**config.mk**
```make
export PLATFORM = sky130hd
export DESIGN_NAME = log2_latency_histogram_unit
export DESIGN_NICKNAME = d
export VERILOG_FILES = /design/src/design/l2lh_pkg.sv /design/src/design/log2_latency_histogram_unit.sv /design/src/design/l2lh_div.sv /design/src/design/l2lh_dp.sv /design/src/design/l2lh_ctrl.sv
export SDC_FILE = /design/constraint.sdc
export NUM_CORES = 2
export LEC_CHECK = 0
export ABC_CLOCK_PERIOD_IN_PS = 9030
export BUFFER_PORTS_ARGS = -buffer_cell sky130_fd_sc_hd__buf_2
export CAP_MARGIN = 20
export CORE_MARGIN = 5
export CORE_UTILIZATION = 45
export CTS_BUF_LIST = sky130_fd_sc_hd__clkbuf_8
export DETAILED_ROUTE_END_ITERATION = 10
export MAX_ROUTING_LAYER = met4
export PLACE_DENSITY = 0.64
export SYNTH_ARGS = -nofsm -noshare
export SYNTH_HDL_FRONTEND = slang
export SYNTH_HIERARCHICAL = 1
export SYNTH_SLANG_ARGS = --single-unit
export TNS_END_PERCENT = 100
```
**constraint.sdc**
```tcl
create_clock -name i_clk -period 9.03 [get_ports i_clk]
set_input_delay 2.2575 -clock i_clk [delete_from_list [all_inputs] [get_ports i_clk]]
set_output_delay 2.2575 -clock i_clk [all_outputs]
set_load 0.005 [all_outputs]
```
**src/design/l2lh_pkg.sv**
```systemverilog
`timescale 1ns / 1ps
// Shared types, widths and helpers for the log2 latency histogram.
// No dependencies; used by every module of the block.
package l2lh_pkg;

    localparam int NUM_BUCKETS_DEF = 24;
    localparam int NUM_BUCKETS_MAX = 32;

    localparam int REQ_W    = 2;
    localparam int SAMPLE_W = 32;
    localparam int PCT_W    = 7;
    localparam int CNT_W    = 48;
    localparam int SUM_W    = 64;
    localparam int PEAK_W   = 31;
    localparam int EDGE_W   = 37;
    localparam int TGT_W    = CNT_W + PCT_W;
    localparam int EDGE_BASE = 16;

    typedef enum logic [REQ_W-1:0] {
        REQ_OBSERVE = 2'd0,
        REQ_REPORT  = 2'd1,
        REQ_CLEAR   = 2'd2,
        REQ_NONE    = 2'd3
    } t_req;

    typedef enum logic [2:0] {
        ST_IDLE,
        ST_OBS_WALK,
        ST_RPT_ACC,
        ST_RPT_CMP,
        ST_RPT_DIV
    } t_state;

    // controller -> datapath
    typedef struct packed {
        logic load_obs;
        logic load_rpt;
        logic clear;
        logic obs_step;
        logic obs_commit;
        logic rpt_acc;
        logic rpt_step;
        logic edge_latch;
        logic out_fire;
    } t_dp_cmd;

    // datapath -> controller
    typedef struct packed {
        logic obs_more;
        logic rpt_hit;
        logic idx_last;
        logic div_done;
    } t_dp_sts;

    // upper edge of bucket i: 16 << i
    function automatic logic [EDGE_W-1:0] edge_of(input logic [4:0] i);
        return EDGE_W'(EDGE_BASE) << i;
    endfunction

endpackage

```
**src/design/log2_latency_histogram_unit.sv**
```systemverilog
`timescale 1ns / 1ps
// Top level of the log2 latency histogram: controller plus datapath.
// Depends on l2lh_pkg, l2lh_ctrl, l2lh_dp (which holds l2lh_div).
//
//  channel   direction  handshake                 payload
//  request   in         start & !busy             i_req_type, i_sample_us, i_percent
//  report    out        o_result_valid (1 cycle)  o_event_count, o_total_us, o_peak_us,
//                                                 o_average_us, o_pct_edge_us
//
// Per item:
//   clear   - takes effect at the accept edge.
//   observe - the bucket search steps one edge per cycle.
//   report  - waits on the 64-step restoring divider (sum / count);
//             the percentile walk (accumulate, then compare, per bucket) runs beside it.
// Reset is synchronous, active low, and zeroes all counters.
// The receiver cannot stall; a report is shown for exactly one cycle on
// o_result_valid, and busy drops in that same cycle.
module log2_latency_histogram_unit #(
    parameter int NUM_BUCKETS = l2lh_pkg::NUM_BUCKETS_DEF
) (
    input  logic                                 i_clk,
    input  logic                                 i_rst_n,
    input  logic                                 start,
    output logic                                 busy,
    input  logic [l2lh_pkg::REQ_W-1:0]           i_req_type,
    input  logic signed [l2lh_pkg::SAMPLE_W-1:0] i_sample_us,
    input  logic [l2lh_pkg::PCT_W-1:0]           i_percent,
    output logic                                 o_result_valid,
    output logic [l2lh_pkg::CNT_W-1:0]           o_event_count,
    output logic [l2lh_pkg::SUM_W-1:0]           o_total_us,
    output logic [l2lh_pkg::PEAK_W-1:0]          o_peak_us,
    output logic [l2lh_pkg::SUM_W-1:0]           o_average_us,
    output logic [l2lh_pkg::EDGE_W-1:0]          o_pct_edge_us
);
    l2lh_pkg::t_dp_cmd w_cmd;
    l2lh_pkg::t_dp_sts w_sts;

    // sequencer: one item at a time
    l2lh_ctrl u_ctrl (
        .i_clk      (i_clk),
        .i_rst_n    (i_rst_n),
        .start      (start),
        .i_req_type (i_req_type),
        .busy       (busy),
        .o_cmd      (w_cmd),
        .i_sts      (w_sts)
    );

    // counters, bucket walk, divider and result registers
    l2lh_dp #(
        .NUM_BUCKETS (NUM_BUCKETS)
    ) u_dp (
        .i_clk          (i_clk),
        .i_rst_n        (i_rst_n),
        .i_cmd          (w_cmd),
        .o_sts          (w_sts),
        .i_sample_us    (i_sample_us),
        .i_percent      (i_percent),
        .o_result_valid (o_result_valid),
        .o_event_count  (o_event_count),
        .o_total_us     (o_total_us),
        .o_peak_us      (o_peak_us),
        .o_average_us   (o_average_us),
        .o_pct_edge_us  (o_pct_edge_us)
    );

endmodule

```
**src/design/l2lh_div.sv**
```systemverilog
`timescale 1ns / 1ps
// Restoring divider, one quotient bit per cycle (sum / count).
// Depends on l2lh_pkg for widths.
module l2lh_div (
    input  logic                       i_clk,
    input  logic                       i_rst_n,
    input  logic                       i_start,
    input  logic [l2lh_pkg::SUM_W-1:0] i_dividend,
    input  logic [l2lh_pkg::CNT_W-1:0] i_divisor,
    output logic [l2lh_pkg::SUM_W-1:0] o_quotient,
    output logic                       o_done
);
    localparam int SW = l2lh_pkg::SUM_W;
    localparam int CW = l2lh_pkg::CNT_W;
    localparam int NW = $clog2(SW);

    logic          r_run;
    logic [NW-1:0] r_cnt;
    logic [CW-1:0] r_rem;
    logic [SW-1:0] r_quo;
    logic [CW-1:0] r_dvs;
    logic [CW:0]   w_shift;
    logic          w_ge;

    assign w_shift = {r_rem, r_quo[SW-1]};
    assign w_ge    = (w_shift >= {1'b0, r_dvs});

    always_ff @(posedge i_clk) begin
        if (!i_rst_n) begin
            r_run <= 1'b0;
            r_cnt <= '0;
        end else if (i_start) begin
            r_run <= 1'b1;
            r_cnt <= NW'(SW - 1);
        end else if (r_run) begin
            r_cnt <= r_cnt - 1'b1;
            if (r_cnt == '0) begin
                r_run <= 1'b0;
            end
        end
    end

    always_ff @(posedge i_clk) begin
        if (i_start) begin
            r_rem <= '0;
            r_quo <= i_dividend;
            r_dvs <= i_divisor;
        end else if (r_run) begin
            r_rem <= w_ge ? CW'(w_shift - {1'b0, r_dvs}) : w_shift[CW-1:0];
            r_quo <= {r_quo[SW-2:0], w_ge};
        end
    end

    assign o_quotient = r_quo;
    assign o_done     = !r_run;

endmodule

```
**src/design/l2lh_dp.sv**
```systemverilog
`timescale 1ns / 1ps
// Datapath: bucket counters, totals, bucket walk, percentile compare, result regs.
// Depends on l2lh_pkg and l2lh_div.
module l2lh_dp #(
    parameter int NUM_BUCKETS = l2lh_pkg::NUM_BUCKETS_DEF
) (
    input  logic                               i_clk,
    input  logic                               i_rst_n,
    input  l2lh_pkg::t_dp_cmd                  i_cmd,
    output l2lh_pkg::t_dp_sts                  o_sts,
    input  logic signed [l2lh_pkg::SAMPLE_W-1:0] i_sample_us,
    input  logic [l2lh_pkg::PCT_W-1:0]         i_percent,
    output logic                               o_result_valid,
    output logic [l2lh_pkg::CNT_W-1:0]         o_event_count,
    output logic [l2lh_pkg::SUM_W-1:0]         o_total_us,
    output logic [l2lh_pkg::PEAK_W-1:0]        o_peak_us,
    output logic [l2lh_pkg::SUM_W-1:0]         o_average_us,
    output logic [l2lh_pkg::EDGE_W-1:0]        o_pct_edge_us
);
    localparam int CW   = l2lh_pkg::CNT_W;
    localparam int SW   = l2lh_pkg::SUM_W;
    localparam int PW   = l2lh_pkg::PEAK_W;
    localparam int EW   = l2lh_pkg::EDGE_W;
    localparam int TW   = l2lh_pkg::TGT_W;
    localparam int IDXW = $clog2(NUM_BUCKETS);
    localparam int RUNW = CW + $clog2(NUM_BUCKETS);
    localparam int MULW = RUNW + 7;

    logic [CW-1:0]   r_bkt [NUM_BUCKETS];
    logic [CW-1:0]   r_count;
    logic [SW-1:0]   r_sum;
    logic [PW-1:0]   r_peak;
    logic [PW-1:0]   r_v;
    logic [IDXW-1:0] r_idx;
    logic [RUNW-1:0] r_running;
    logic [TW-1:0]   r_target;
    logic [EW-1:0]   r_edge;
    logic            r_valid;

    logic [EW-1:0]   w_edge;
    logic [MULW-1:0] w_run100;
    logic [SW-1:0]   w_quo;
    logic            w_div_done;

    l2lh_div u_div (
        .i_clk      (i_clk),
        .i_rst_n    (i_rst_n),
        .i_start    (i_cmd.load_rpt),
        .i_dividend (r_sum),
        .i_divisor  (r_count),
        .o_quotient (w_quo),
        .o_done     (w_div_done)
    );

    assign w_edge   = l2lh_pkg::edge_of(5'(r_idx));
    // running * 100 as shift-add
    assign w_run100 = (MULW'(r_running) << 6) + (MULW'(r_running) << 5)
                    + (MULW'(r_running) << 2);

    assign o_sts.idx_last = (r_idx == IDXW'(NUM_BUCKETS - 1));
    assign o_sts.obs_more = !o_sts.idx_last && (EW'(r_v) > w_edge);
    assign o_sts.rpt_hit  = (w_run100 >= MULW'(r_target));
    assign o_sts.div_done = w_div_done;

    // histogram state
    always_ff @(posedge i_clk) begin
        if (!i_rst_n || i_cmd.clear) begin
            for (int i = 0; i < NUM_BUCKETS; i++) begin
                r_bkt[i] <= '0;
            end
            r_count <= '0;
            r_sum   <= '0;
            r_peak  <= '0;
        end else if (i_cmd.obs_commit) begin
            r_bkt[r_idx] <= r_bkt[r_idx] + 1'b1;
            r_count      <= r_count + 1'b1;
            r_sum        <= r_sum + SW'(r_v);
            if (r_v > r_peak) begin
                r_peak <= r_v;
            end
        end
    end

    // walk registers
    always_ff @(posedge i_clk) begin
        if (i_cmd.load_obs) begin
            r_v   <= i_sample_us[l2lh_pkg::SAMPLE_W-1] ? '0 : i_sample_us[PW-1:0];
            r_idx <= '0;
        end else if (i_cmd.load_rpt) begin
            r_idx     <= '0;
            r_running <= '0;
            r_target  <= TW'(i_percent) * TW'(r_count);
        end else begin
            if (i_cmd.obs_step || i_cmd.rpt_step) begin
                r_idx <= r_idx + 1'b1;
            end
            if (i_cmd.rpt_acc) begin
                r_running <= r_running + RUNW'(r_bkt[r_idx]);
            end
        end
        if (i_cmd.edge_latch) begin
            r_edge <= (r_count == '0) ? '0 : w_edge;
        end
    end

    // result registers, strobe for one cycle
    always_ff @(posedge i_clk) begin
        if (!i_rst_n) begin
            r_valid <= 1'b0;
        end else begin
            r_valid <= i_cmd.out_fire;
        end
    end

    always_ff @(posedge i_clk) begin
        if (i_cmd.out_fire) begin
            o_event_count <= r_count;
            o_total_us    <= r_sum;
            o_peak_us     <= r_peak;
            o_average_us  <= (r_count == '0) ? '0 : w_quo;
            o_pct_edge_us <= r_edge;
        end
    end

    assign o_result_valid = r_valid;

endmodule

```
**src/design/l2lh_ctrl.sv**
```systemverilog
`timescale 1ns / 1ps
// Controller: sequences observe walks, report walks and the divide wait.
// Depends on l2lh_pkg.
module l2lh_ctrl (
    input  logic                         i_clk,
    input  logic                         i_rst_n,
    input  logic                         start,
    input  logic [l2lh_pkg::REQ_W-1:0]   i_req_type,
    output logic                         busy,
    output l2lh_pkg::t_dp_cmd            o_cmd,
    input  l2lh_pkg::t_dp_sts            i_sts
);
    l2lh_pkg::t_state r_state;
    l2lh_pkg::t_state n_state;

    always_ff @(posedge i_clk) begin
        if (!i_rst_n) begin
            r_state <= l2lh_pkg::ST_IDLE;
        end else begin
            r_state <= n_state;
        end
    end

    always_comb begin
        n_state = r_state;
        o_cmd   = '0;
        busy    = (r_state != l2lh_pkg::ST_IDLE);
        case (r_state)
            l2lh_pkg::ST_IDLE: begin
                if (start) begin
                    case (l2lh_pkg::t_req'(i_req_type))
                        l2lh_pkg::REQ_OBSERVE: begin
                            o_cmd.load_obs = 1'b1;
                            n_state        = l2lh_pkg::ST_OBS_WALK;
                        end
                        l2lh_pkg::REQ_REPORT: begin
                            o_cmd.load_rpt = 1'b1;
                            n_state        = l2lh_pkg::ST_RPT_ACC;
                        end
                        l2lh_pkg::REQ_CLEAR: begin
                            o_cmd.clear = 1'b1;
                        end
                        default: ;
                    endcase
                end
            end
            l2lh_pkg::ST_OBS_WALK: begin
                if (i_sts.obs_more) begin
                    o_cmd.obs_step = 1'b1;
                end else begin
                    o_cmd.obs_commit = 1'b1;
                    n_state          = l2lh_pkg::ST_IDLE;
                end
            end
            l2lh_pkg::ST_RPT_ACC: begin
                o_cmd.rpt_acc = 1'b1;
                n_state       = l2lh_pkg::ST_RPT_CMP;
            end
            l2lh_pkg::ST_RPT_CMP: begin
                // last bucket edge is also the answer when nothing reaches target
                if (i_sts.rpt_hit || i_sts.idx_last) begin
                    o_cmd.edge_latch = 1'b1;
                    n_state          = l2lh_pkg::ST_RPT_DIV;
                end else begin
                    o_cmd.rpt_step = 1'b1;
                    n_state        = l2lh_pkg::ST_RPT_ACC;
                end
            end
            l2lh_pkg::ST_RPT_DIV: begin
                if (i_sts.div_done) begin
                    o_cmd.out_fire = 1'b1;
                    n_state        = l2lh_pkg::ST_IDLE;
                end
            end
            default: begin
                n_state = l2lh_pkg::ST_IDLE;
            end
        endcase
    end

endmodule

```
==> results.txt <==
GR Overflow Total - 0
Final Critical Period - 8120 ps
CTS Buf Count - 375
Num ports - 290
Share of layout cells above drive strength 1 - 0.175
H-tree depth - 5
Seq/Total Area, Yosys - 0.564
Cts hold-fix bufs - 0
Synth Instances - 9,002
RSZ-0062 raised after global routing - no
Hold Vio Cnt, Final - 0
R2R cell count - 29
Starting Density - 0.452
GRT Total Usage - 0.254
Worst Path Required - 9930 ps
Type of the worst setup path - flop to flop
Area of the multi-input gates - 46,400 um2
Worst-Margin Slew - 1230 ps
Most frequent cells in the layout - edfxtp_1 (2,058), nor2_1 (1,493), inv_1 (693), nand2_1 (477), mux4_2 (423)
Via Count - 77,000
Critical Path Slowest Stage Cell - nand4b_1
Layout Area Growth over Synthesis - 10.3%
Worst skew pair latency - 1080 ps
Non-filler cells, final - 13,000
CTS root buf - clkbuf_8
PortBufs - 284
Number of synthesized flops with an enable pin - 2,058
DRT antenna net count - 0
Final Cycle Share - 0.900
CP dominant cell by count - o211ai_1
Die ar. - 271,000 um2
Synth cell types - 112
R2R Setup Slk - 910 ps
Resized Gates After CTS - 0
TritonCTS clock tree - done
DR iter-0 viols - 8,378
Die H - 520 um
Mapped cell area - 117,000 um2
Crit Path Max Fanout - 7
CTS sink cnt - 2,270
Final setup vio count - 0
CP Data Arrival Time - 9020 ps
Register area - 66,100 um2
Max cap viols - 0
Residual DRC count - 0
Worst Hold Depth - 0
Post-DR wirelength/cell - 26.2 um
GP Congestion - 0.908
Register bit total from synthesis - 2,270
Worst Hold Launch - u_dp/r_edge[23]
Worst-case hold path end point - u_dp/o_pct_edge_us[23]
Vias in the first global route - 77,800
FP Rows - 187
Final wirelength - 340,000 um
Ys Warns - 6
PD cells - 215 nW/um2
Clock-pin slew of the registers on the worst-case setup and hold paths - 60 ps
# Post-CTS Setup Buffers - 0
First-pass GRT wire length - 505,000 um
Placement Setup Slack - 594 ps
Ys flop type - edfxtp_1
Post-layout net count - 9,980
CP Launch Type - flop
Ys async rst share - 0
Largest vdd supply drop - 0.130 mV
Synth top area share - 0.528
Slew Viols, Final - 0
Cell taking the most area after synthesis - edfxtp_1
Initial antenna violation count - 12
Filler instances - 22,200
Placed Cells - 12,300
Post-DP HPWL - 209,000 um
Area contributors post-synth - edfxtp_1 (53%), mux4_2 (8.1%), fa_1 (4.8%), nor2_1 (4.8%), ha_1 (4.1%)
Max clock buf depth - 4
Final setup margin - 907 ps
Worst-case clock skew - 114 ps
TNS Setup - 0 ps
Static Leak - 49.0 nW
Crit end category - flop
Max incr delay on CP - 720 ps
Overall die width - 520 um
Most common cell after layout, fill and taps aside - edfxtp_1
RR Startpoint - u_dp/r_running[0]
Upper clock frequency limit - 0.123 GHz
Status - complete, no violations
Largest net degree at the start of global routing - 126
Slew HR - 0.182
DR vias/cell - 5.92
Avg Inst Size Synth - 13.0 um2
Core area - 259,000 um2
Hold/Removal Path Class - flop to flop
DR pass1 iterations - 6
-- layer usage --
layer  GRT usage  wire, um  up-vias
met5           -         0        -
met4      0.0887     12900        0
met3      0.0436     30000      765
met2       0.406    163000     4020
met1       0.330    134000    39100
li1            -         -    33100
-- area by class of cell --
type                       instances  share of cell area
sequential                      2270               0.511
multi-input combinational       5558               0.359
clock buffer                     397              0.0423
tap                             3402              0.0329
timing repair buffer             484              0.0250
inverter                         585              0.0170
clock inverter                   284              0.0125
antenna                           14            0.000271
-- synth_stat cells, types with 38 or more instances --
| cell type | count |
|---|---|
| and2_1 | 186 |
| buf_4 | 41 |
| inv_1 | 568 |
| xnor2_1 | 172 |
| mux2i_1 | 53 |
| mux2_2 | 79 |
| nand3_1 | 142 |
| fa_1 | 282 |
| mux4_1 | 57 |
| a21oi_1 | 310 |
| nand4_1 | 71 |
| edfxtp_1 | 2058 |
| ha_1 | 380 |
| a311oi_1 | 38 |
| clkbuf_1 | 356 |
| nor3_1 | 91 |
| and3_1 | 63 |
| buf_2 | 111 |
| nand2_1 | 507 |
| xor2_1 | 100 |
| o21ai_0 | 191 |
| o21a_1 | 44 |
| mux4_2 | 423 |
| a21o_1 | 160 |
| nor2b_1 | 146 |
| a211oi_1 | 42 |
| nor2_1 | 1502 |
| or3_1 | 38 |
| dfxtp_1 | 212 |
-- how the worst max path moves through the flow --
stage          slack [ps]  cells past startpoint           endpoint              start
2_1_floorplan        1070                      4   u_dp/r_target[0]      i_req_type[1]
3_3_place_gp          630                     21  u_dp/r_target[53]       i_percent[3]
3_5_place_dp          590                     17  u_dp/r_target[52]       i_percent[6]
4_1_cts               930                     29               flop  u_dp/r_running[1]
5_1_grt               210                     29               flop  u_dp/r_running[1]
6_report              910                     29               flop  u_dp/r_running[0]
-- cells by family (layout without fill, tap and decap cells) --
kind of cell / after synthesis / in the layout / synth area share
XOR/XNOR: 294 / 294 / 0.0236
multiplexers: 616 / 616 / 0.107
flip-flops: 2270 / 2270 / 0.564
AND/OR/NAND/NOR: 2947 / 2947 / 0.114
adder cells (fa/ha/maj): 662 / 662 / 0.0888
buffers and inverters: 1178 / 1750 / 0.0458
AO/OA/AOI/OAI: 1034 / 1034 / 0.0568
other: 1 / 19 / 0.0000320
-- flip-flops by register name (all words and copies together), names as in the netlist, 53 cells and up, named ones only --
register               count
u_dp/r_running            53
u_dp/o_average_us         64
u_dp/u_div/o_quotient     64
u_dp/r_bkt              1536
u_dp/r_sum                64
u_dp/r_target             55
u_dp/o_total_us           64
-- critical path, delay by kind of cell, from the launching register on --
| kind | cells | cell delay, ps |
|---|---|---|
| compound gates | 12 | 3290 |
| xor+xnor | 1 | 160 |
| fa+ha+maj | 4 | 1420 |
| buf+inv | 2 | 130 |
| flops | 1 | 470 |
| simple gates | 10 | 2500 |
-- power by group --
| part | internal (mW) | switching [mW] |
|---|---|---|
| Sequential | 12.0 | 0.293 |
| Clock | 4.41 | 4.28 |
| Combinational | 2.62 | 4.12 |
| Total | 19.1 | 8.69 |
-- through the flow --
step / total power [mW] / util / hold WS, ps / area [um2]
finish: 27.8 / 0.499 / 413 / 129000
global route: 29.1 / 0.498 / 427 / 129000
CTS: 27.8 / 0.498 / 416 / 129000
detailed placement: 19.2 / 0.471 / 407 / 122000
global placement: 19.0 / 0.470 / 410 / 122000
floorplan: 17.5 / - / 400 / 117000
Note: power is estimated with default switching activity, not from simulation.
